`config.mk`:
```
export PLATFORM = sky130hd
export DESIGN_NAME = utf8_codepoint_segmenter_core
export DESIGN_NICKNAME = d
export VERILOG_FILES = /design/src/hw/rtl/utfseg_pkg.sv /design/src/hw/rtl/utfseg_front.sv /design/src/hw/rtl/utfseg_queue.sv /design/src/hw/rtl/utfseg_back.sv /design/src/hw/rtl/utf8_codepoint_segmenter_core.sv
export SDC_FILE = /design/constraint.sdc
export NUM_CORES = 1
export LEC_CHECK = 0
export BUFFER_PORTS_ARGS = -buffer_cell sky130_fd_sc_hd__buf_2
export CAP_MARGIN = 20
export CORE_ASPECT_RATIO = 1.4
export CORE_MARGIN = 2
export CORE_UTILIZATION = 55
export CTS_CLUSTER_DIAMETER = 100
export DETAILED_ROUTE_END_ITERATION = 8
export PLACE_DENSITY = 0.82
export SLEW_MARGIN = 15
export SYNTH_ARGS = -nofsm -noshare
export SYNTH_HDL_FRONTEND = slang
export SYNTH_SLANG_ARGS = --single-unit
```
`constraint.sdc`:
```
create_clock -name clk -period 23 [get_ports clk]
set_input_delay 1.15 -clock clk [delete_from_list [all_inputs] [get_ports clk]]
set_output_delay 1.15 -clock clk [all_outputs]
set_load 0.1 [all_outputs]
```
`src/hw/rtl/utfseg_pkg.sv`:
```
// Shared types, constants and helper functions for the UTF-8 code unit segmenter.
package utfseg_pkg;

  // Lead byte classes
  localparam logic [7:0] LEAD2_MASK = 8'hE0;
  localparam logic [7:0] LEAD2_CODE = 8'hC0;
  localparam logic [7:0] LEAD3_MASK = 8'hF0;
  localparam logic [7:0] LEAD3_CODE = 8'hE0;
  localparam logic [7:0] LEAD4_MASK = 8'hF8;
  localparam logic [7:0] LEAD4_CODE = 8'hF0;
  localparam logic [7:0] CONT_MASK  = 8'hC0;
  localparam logic [7:0] CONT_CODE  = 8'h80;

  localparam int unsigned WINDOW_BYTES = 4;
  localparam int unsigned TARGET_WIDTH = 16;

  // One accepted byte's worth of segmentation work: the byte window and the
  // units cut from it (offset and length of each, count of units).
  typedef struct packed {
    logic [3:0][7:0] bytes;
    logic [3:0][1:0] off;
    logic [3:0][2:0] len;
    logic [2:0]      count;
    logic            last;
  } job_t;

  // Expected unit length from the lead byte
  function automatic logic [2:0] lead_length(input logic [7:0] b);
    logic [2:0] len;
    len = 3'd1;
    if ((b & LEAD2_MASK) == LEAD2_CODE) len = 3'd2;
    else if ((b & LEAD3_MASK) == LEAD3_CODE) len = 3'd3;
    else if ((b & LEAD4_MASK) == LEAD4_CODE) len = 3'd4;
    return len;
  endfunction

  // Byte mask for a unit of the given length
  function automatic logic [31:0] unit_mask(input logic [2:0] len);
    logic [31:0] m;
    case (len)
      3'd1:    m = 32'h0000_00FF;
      3'd2:    m = 32'h0000_FFFF;
      3'd3:    m = 32'h00FF_FFFF;
      3'd4:    m = 32'hFFFF_FFFF;
      default: m = 32'h0000_0000;
    endcase
    return m;
  endfunction

endpackage

```
`src/hw/rtl/utfseg_front.sv`:
```
// Front end: holds pending bytes, cuts each accepted beat into code units.
module utfseg_front (
  input  logic             clk,
  input  logic             rst,
  input  logic             in_valid,
  output logic             in_ready,
  input  logic [7:0]       text_byte,
  input  logic             end_of_text,
  input  logic             q_full,
  output logic             q_push,
  output utfseg_pkg::job_t q_job
);
  import utfseg_pkg::*;

  logic [2:0][7:0] pend;
  logic [1:0]      pend_count;
  logic [2:0][7:0] pend_next;
  logic [1:0]      pend_count_next;

  logic [3:0][7:0] win;
  logic [2:0]      total;
  logic [2:0]      pos;
  logic [2:0]      unit_cnt;
  logic            stop;
  logic [2:0]      len;
  logic [2:0]      ulen;
  logic [2:0]      avail;
  logic            ok;
  logic            accept;

  assign in_ready = !q_full;
  assign accept   = in_valid && in_ready;

  // Window: held bytes followed by the new byte
  always_comb begin
    for (int i = 0; i < 4; i++) begin
      if (i < 3 && 2'(i) < pend_count) begin
        win[i] = pend[i];
      end else if (3'(i) == {1'b0, pend_count}) begin
        win[i] = text_byte;
      end else begin
        win[i] = 8'h00;
      end
    end
    total = {1'b0, pend_count} + 3'd1;
  end

  // Scan the window, at most four units per beat
  always_comb begin
    q_job       = '0;
    q_job.bytes = win;
    q_job.last  = end_of_text;
    pos         = 3'd0;
    unit_cnt    = 3'd0;
    stop        = 1'b0;
    len         = 3'd1;
    ulen        = 3'd1;
    avail       = 3'd0;
    ok          = 1'b1;
    for (int k = 0; k < 4; k++) begin
      len   = lead_length(win[pos[1:0]]);
      avail = total - pos;
      ulen  = 3'd1;
      ok    = 1'b1;
      if (!stop && pos < total) begin
        if (avail < len) begin
          // incomplete unit: wait for more bytes unless the text ends here
          if (!end_of_text) stop = 1'b1;
        end else begin
          for (int i = 1; i < 4; i++) begin
            if (3'(i) < len && (win[2'(pos + 3'(i))] & CONT_MASK) != CONT_CODE) ok = 1'b0;
          end
          ulen = ok ? len : 3'd1;
        end
        if (!stop) begin
          q_job.off[k] = pos[1:0];
          q_job.len[k] = ulen;
          pos          = pos + ulen;
          unit_cnt     = unit_cnt + 3'd1;
        end
      end
    end
    q_job.count = unit_cnt;
  end

  assign q_push = accept && (unit_cnt != 3'd0);

  // Leftover bytes after the scan
  always_comb begin
    for (int j = 0; j < 3; j++) begin
      if (pos + 3'(j) < 3'd4) pend_next[j] = win[2'(pos + 3'(j))];
      else pend_next[j] = 8'h00;
    end
    pend_count_next = end_of_text ? 2'd0 : 2'(total - pos);
  end

  // Pending state
  always_ff @(posedge clk) begin
    if (rst) begin
      pend_count <= 2'd0;
    end else if (accept) begin
      pend_count <= pend_count_next;
    end
  end

  always_ff @(posedge clk) begin
    if (accept) begin
      pend <= pend_next;
    end
  end

endmodule

```
`src/hw/rtl/utfseg_queue.sv`:
```
// Short register queue of segmentation jobs between front and back end.
module utfseg_queue #(
  parameter int DEPTH = 4
) (
  input  logic             clk,
  input  logic             rst,
  input  logic             push,
  input  utfseg_pkg::job_t push_job,
  input  logic             pop,
  output utfseg_pkg::job_t head_job,
  output logic             not_empty,
  output logic             full
);
  import utfseg_pkg::*;

  localparam int PW = (DEPTH > 1) ? $clog2(DEPTH) : 1;
  localparam int CW = $clog2(DEPTH + 1);

  job_t          slots [DEPTH];
  logic [PW-1:0] wr_ptr;
  logic [PW-1:0] rd_ptr;
  logic [CW-1:0] count;

  assign head_job  = slots[rd_ptr];
  assign not_empty = (count != '0);
  assign full      = (count == CW'(DEPTH));

  function automatic logic [PW-1:0] ptr_inc(input logic [PW-1:0] p);
    return (p == PW'(DEPTH - 1)) ? '0 : p + PW'(1);
  endfunction

  // Pointers and fill count
  always_ff @(posedge clk) begin
    if (rst) begin
      wr_ptr <= '0;
      rd_ptr <= '0;
      count  <= '0;
    end else begin
      if (push) wr_ptr <= ptr_inc(wr_ptr);
      if (pop) rd_ptr <= ptr_inc(rd_ptr);
      if (push && !pop) count <= count + CW'(1);
      else if (pop && !push) count <= count - CW'(1);
    end
  end

  // Storage
  always_ff @(posedge clk) begin
    if (push) begin
      slots[wr_ptr] <= push_job;
    end
  end

endmodule

```
`src/hw/rtl/utfseg_back.sv`:
```
// Back end: walks the units of each job, numbers them and drives the result register.
module utfseg_back #(
  parameter int ORDINAL_WIDTH = 16
) (
  input  logic             clk,
  input  logic             rst,
  input  utfseg_pkg::job_t head_job,
  input  logic             head_valid,
  output logic             pop,
  input  logic [15:0]      target_index,
  output logic             out_valid,
  input  logic             out_ready,
  output logic [31:0]      unit_bytes,
  output logic [2:0]       unit_length,
  output logic [15:0]      unit_ordinal,
  output logic             index_match,
  output logic             final_unit
);
  import utfseg_pkg::*;

  logic [1:0]               uidx;
  logic [ORDINAL_WIDTH-1:0] ord;
  logic [31:0]              ord_ext;
  logic [31:0]              tgt_ext;
  logic                     load;
  logic                     last_of_job;
  logic [1:0]               cur_off;
  logic [2:0]               cur_len;
  logic [31:0]              cur_bytes;

  assign cur_off     = head_job.off[uidx];
  assign cur_len     = head_job.len[uidx];
  assign cur_bytes   = (head_job.bytes >> {cur_off, 3'b000}) & unit_mask(cur_len);
  assign last_of_job = ({1'b0, uidx} == head_job.count - 3'd1);
  assign load        = head_valid && (!out_valid || out_ready);
  assign pop         = load && last_of_job;
  assign ord_ext     = 32'(ord);
  assign tgt_ext     = 32'(target_index);

  // Unit walk, ordinal counter and result valid
  always_ff @(posedge clk) begin
    if (rst) begin
      out_valid <= 1'b0;
      uidx      <= 2'd0;
      ord       <= '0;
    end else if (load) begin
      out_valid <= 1'b1;
      uidx      <= last_of_job ? 2'd0 : uidx + 2'd1;
      ord       <= (last_of_job && head_job.last) ? '0 : ord + ORDINAL_WIDTH'(1);
    end else if (out_ready) begin
      out_valid <= 1'b0;
    end
  end

  // Result payload
  always_ff @(posedge clk) begin
    if (load) begin
      unit_bytes   <= cur_bytes;
      unit_length  <= cur_len;
      unit_ordinal <= ord_ext[15:0];
      index_match  <= (ord_ext == tgt_ext);
      final_unit   <= last_of_job && head_job.last;
    end
  end

endmodule

```
`src/hw/rtl/utf8_codepoint_segmenter_core.sv`:
```
// UTF-8 code unit segmenter: front end, job queue, back end and target register.
// Throughput: one byte beat per cycle in while the job queue is not full, one code unit
// beat per cycle out while out_ready is high; the job queue absorbs a byte that
// closes several units, which leave the back end in turn. A closing beat's units
// pass through the job queue and then the result register before they are valid.
// Reset (synchronous, rst high) empties the queue and pending bytes, clears the
// ordinal counter and sets target_index to zero.
module utf8_codepoint_segmenter_core #(
  parameter int ORDINAL_WIDTH = 16,
  parameter int QUEUE_DEPTH   = 4
) (
  input  logic        clk,
  input  logic        rst,
  input  logic        in_valid,
  output logic        in_ready,
  input  logic [7:0]  text_byte,
  input  logic        end_of_text,
  output logic        out_valid,
  input  logic        out_ready,
  output logic [31:0] unit_bytes,
  output logic [2:0]  unit_length,
  output logic [15:0] unit_ordinal,
  output logic        index_match,
  output logic        final_unit,
  input  logic        cfg_we,
  input  logic [15:0] cfg_wdata
);
  import utfseg_pkg::*;

  job_t        push_job;
  job_t        head_job;
  logic        q_push;
  logic        q_pop;
  logic        q_full;
  logic        q_not_empty;
  logic [15:0] target_index;

  // Target index register
  always_ff @(posedge clk) begin
    if (rst) begin
      target_index <= 16'd0;
    end else if (cfg_we) begin
      target_index <= cfg_wdata;
    end
  end

  utfseg_front u_front (
    .clk         (clk),
    .rst         (rst),
    .in_valid    (in_valid),
    .in_ready    (in_ready),
    .text_byte   (text_byte),
    .end_of_text (end_of_text),
    .q_full      (q_full),
    .q_push      (q_push),
    .q_job       (push_job)
  );

  utfseg_queue #(
    .DEPTH (QUEUE_DEPTH)
  ) u_queue (
    .clk       (clk),
    .rst       (rst),
    .push      (q_push),
    .push_job  (push_job),
    .pop       (q_pop),
    .head_job  (head_job),
    .not_empty (q_not_empty),
    .full      (q_full)
  );

  utfseg_back #(
    .ORDINAL_WIDTH (ORDINAL_WIDTH)
  ) u_back (
    .clk          (clk),
    .rst          (rst),
    .head_job     (head_job),
    .head_valid   (q_not_empty),
    .pop          (q_pop),
    .target_index (target_index),
    .out_valid    (out_valid),
    .out_ready    (out_ready),
    .unit_bytes   (unit_bytes),
    .unit_length  (unit_length),
    .unit_ordinal (unit_ordinal),
    .index_match  (index_match),
    .final_unit   (final_unit)
  );

  // Unit length is always one to four bytes
  a_len_range: assert property (@(posedge clk) disable iff (rst)
    out_valid |-> (unit_length != 3'd0 && unit_length <= 3'd4))
    else $error("unit_length out of range");

  // A single-byte unit carries no other bytes
  a_single_clean: assert property (@(posedge clk) disable iff (rst)
    (out_valid && unit_length == 3'd1) |-> (unit_bytes[31:8] == 24'd0))
    else $error("single-byte unit has stray bytes");

  // After the last unit of a text the next unit starts again at ordinal zero
  a_ordinal_restart: assert property (@(posedge clk) disable iff (rst)
    (out_valid && out_ready && final_unit) |=> (!out_valid || unit_ordinal == 16'd0))
    else $error("ordinal did not restart after final unit");

  // The queue never pops when empty
  a_pop_nonempty: assert property (@(posedge clk) disable iff (rst)
    q_pop |-> q_not_empty)
    else $error("job queue popped while empty");

endmodule

```
==> flow_summary_export.csv <==
group,metric,value,unit
status,status,"finished clean",
sta,worst_pin_slew,1207,ps
critical_path,r2r_start,"u_front.pend_count[1]",
sta,max_freq,64.77,MHz
worst_hold_path,holdPathStages,2,
global_route,grt_max_degree,60,
clock_network,cts_hold_buf,0,
critical_path,worstRegToRegCells,56,
sta,hold_viol_final,0,
worst_hold_path,min_to,"u_back.out_valid",
clock_network,clk_pin_slew,80,ps
logic_synthesis,yosysSeqAreaShare,0.5688,
finish,nNetsFinal,1450,
routing,num_vias,11540,
logic_synthesis,ys_async_sr_fraction,0,
finish,regArea,9724,sq um
floorplan,ios,85,
logic_synthesis,synth_ff_type,"edfxtp_1",
finish,area_growth,9.966,%
critical_path,cpPeakStageDelay,940,ps
logic_synthesis,synth_top_cell_by_area,"edfxtp_1",
critical_path,ff2ff_setup_slack,7560,ps
floorplan,die_w,153.0,microns
clock_network,cts_inserted_buffers,29,
clock_network,cts_tree,"yes",
worst_hold_path,min_path_type,"register to register",
sta,holdWs,491.9,ps
routing,drc,0,
sta,fin_skew,36.58,ps
logic_synthesis,synth-edff-count,293,
place,hpwl,28680,microns
floorplan,initial_core_util,0.5563,
finish,drive_gt1_frac,0.1890,
place,place.gp.congestion,0.9077,
critical_path,cp.required,23310,ps
routing,wirelength,41450,microns
logic_synthesis,syn_inst,1304,
finish,n_fill_cell,2218,
global_route,grt_antenna_before_repair,2,
global_route,grt_overflow_total,0,
routing,wl_per_cell,23.17,microns
clock_network,htree_levels,1,
finish,fin_cells,1789,
floorplan,rows,76,
worst_hold_path,hold_start,"u_back.out_valid",
global_route,groute.usage.overall,0.2521,
global_route,grt_pass1_vias,11690,
critical_path,startpoint,"u_front.pend_count[1]",
clock_network,clock_latency,580,ps
sta,finalCriticalPeriod,15440,ps
clock_network,post_cts_buffers,0,
floorplan,die_area,32510,sq um
routing,drtPass1Iterations,5,
finish,multi_input_area,6923,sq um
logic_synthesis,avgSynthCellArea,13.10,sq um
critical_path,crit_path_top_delay_cell,"a222oi_1",
sta,slew_violations,0,
critical_path,crit_fanout,32,
sta,finalCritPeriodShare,0.6713,
place,portBuffers,84,
finish,final_cell_mix,"edfxtp_1 (293), nor2_1 (122), buf_2 (84)",
logic_synthesis,syn_area,17090,sq um
logic_synthesis,synth_area_leaders,"edfxtp_1 (51%), mux4_2 (9.6%), dfxtp_1 (5.4%)",
run,cap_violations,0,
logic_synthesis,yosysWarnings,0,
critical_path,worstSetupPathType,"register to register",
clock_network,root_buffer,"clkbuf_16",
routing,final_antenna_net_count,0,
routing,drtIter0Drc,1208,
global_route,grt_first_pass_wirelength,63840,microns
logic_synthesis,synth-seq-cells,339,
sta,slew_headroom,0.1869,
logic_synthesis,synth_top_area_frac,0.5149,
logic_synthesis,synth_cell_type_count,92,
place,dp.cells,1733,
critical_path,worstPathArrival,15750,ps
sta,fin_setup_tns,0,ps
critical_path,cp-end-kind,"register",
routing,vias_per_cell,6.450,
floorplan,die_height,212.6,microns
finish,final_common_cell,"edfxtp_1",
clock_network,cts_sinks,339,
finish,fin_util,0.6117,
sta,rsz0062_at_grt,"no",
floorplan,coreArea,30710,sq um
critical_path,startpoint_type,"register",
sta,setup_viol,0,
logic_synthesis,synth_nets,1379,
critical_path,worst_path_most_repeated_cell,"ha_1",
clock_network,cts.path.max_buffers,3,
clock_network,cts-resized-gates,0,
critical_path,r2r_end,"u_front.pend[13]",
==> synth_stat cells, types with 29 or more instances <==
library cell  number
a21oi_1           50
clkbuf_1          41
dfxtp_1           46
edfxtp_1         293
ha_1              38
inv_1             49
mux2i_1           60
mux4_2            73
nand2_1           82
nand3_1           33
nor2_1           123
nor2b_1           29
o21ai_0           45
xnor2_1           32
==> cells by family (layout without fill, tap and decap cells) <==
group,count (synthesis),after routing,synth area share
compound gates,227,227,0.09124
xor+xnor,49,49,0.02512
buf+inv,113,206,0.02709
other cells,0,2,0
mux,142,142,0.1375
flops,339,339,0.5688
simple gates,389,389,0.1142
fa+ha+maj,45,45,0.03603
==> per-stage QoR <==
step,instance area (sq um),worst slack [ps]
finish,18790,7560
global placement,17860,8432
CTS,18770,7894
floorplan,17090,9617
global route,18790,6385
detailed placement,17860,7997
==> routing by layer <==
metal	GRT usage	wire length (microns)
met1	0.3011	15150
met4	0.1322	2200
met5	0	0
met3	0.03200	3238
met2	0.4484	20860
==> area by class of cell <==
type / instances / share of cell area
multi-input cells: 852 / 0.3684
well taps: 390 / 0.02597
diodes: 2 / 0.0002664
clock inverters: 18 / 0.008723
repair buffers: 96 / 0.02757
flip-flops and latches: 339 / 0.5175
clock buffers: 35 / 0.03982
inverters: 57 / 0.01165
==> registers in the layout, indices dropped and copies added, names as in the netlist, 3 cells and up, named ones only <==
register             cells
u_queue.slots          216
u_back.unit_bytes       32
u_front.pend            24
target_index            16
u_back.ord              16
u_back.unit_ordinal     16
u_back.unit_length       3
u_queue.count            3
==> how the worst max path moves through the flow <==
stage	to	slack, ps	cells after the start
3_3_place_gp	u_front.pend[13]	8430	56
6_report	u_front.pend[13]	7560	56
3_5_place_dp	u_front.pend[13]	8000	56
4_1_cts	u_front.pend[13]	7890	56
5_1_grt	u_front.pend[13]	6380	60
2_1_floorplan	u_front.pend[12]	9620	60
==> worst max-delay path, delay by kind of cell (launching register included) <==
family                   cells  cell delay, ps
flip-flops                   1             770
multiplexers                 2             550
AO/OA/AOI/OAI               20            4950
AND/OR/NAND/NOR             17            3930
buffers and inverters        8            1730
adder cells (fa/ha/maj)      9            3190
Power is left out: the tool's default activity adds up to more than one toggle a clock period on the data nets, which glitch-free logic cannot reach.
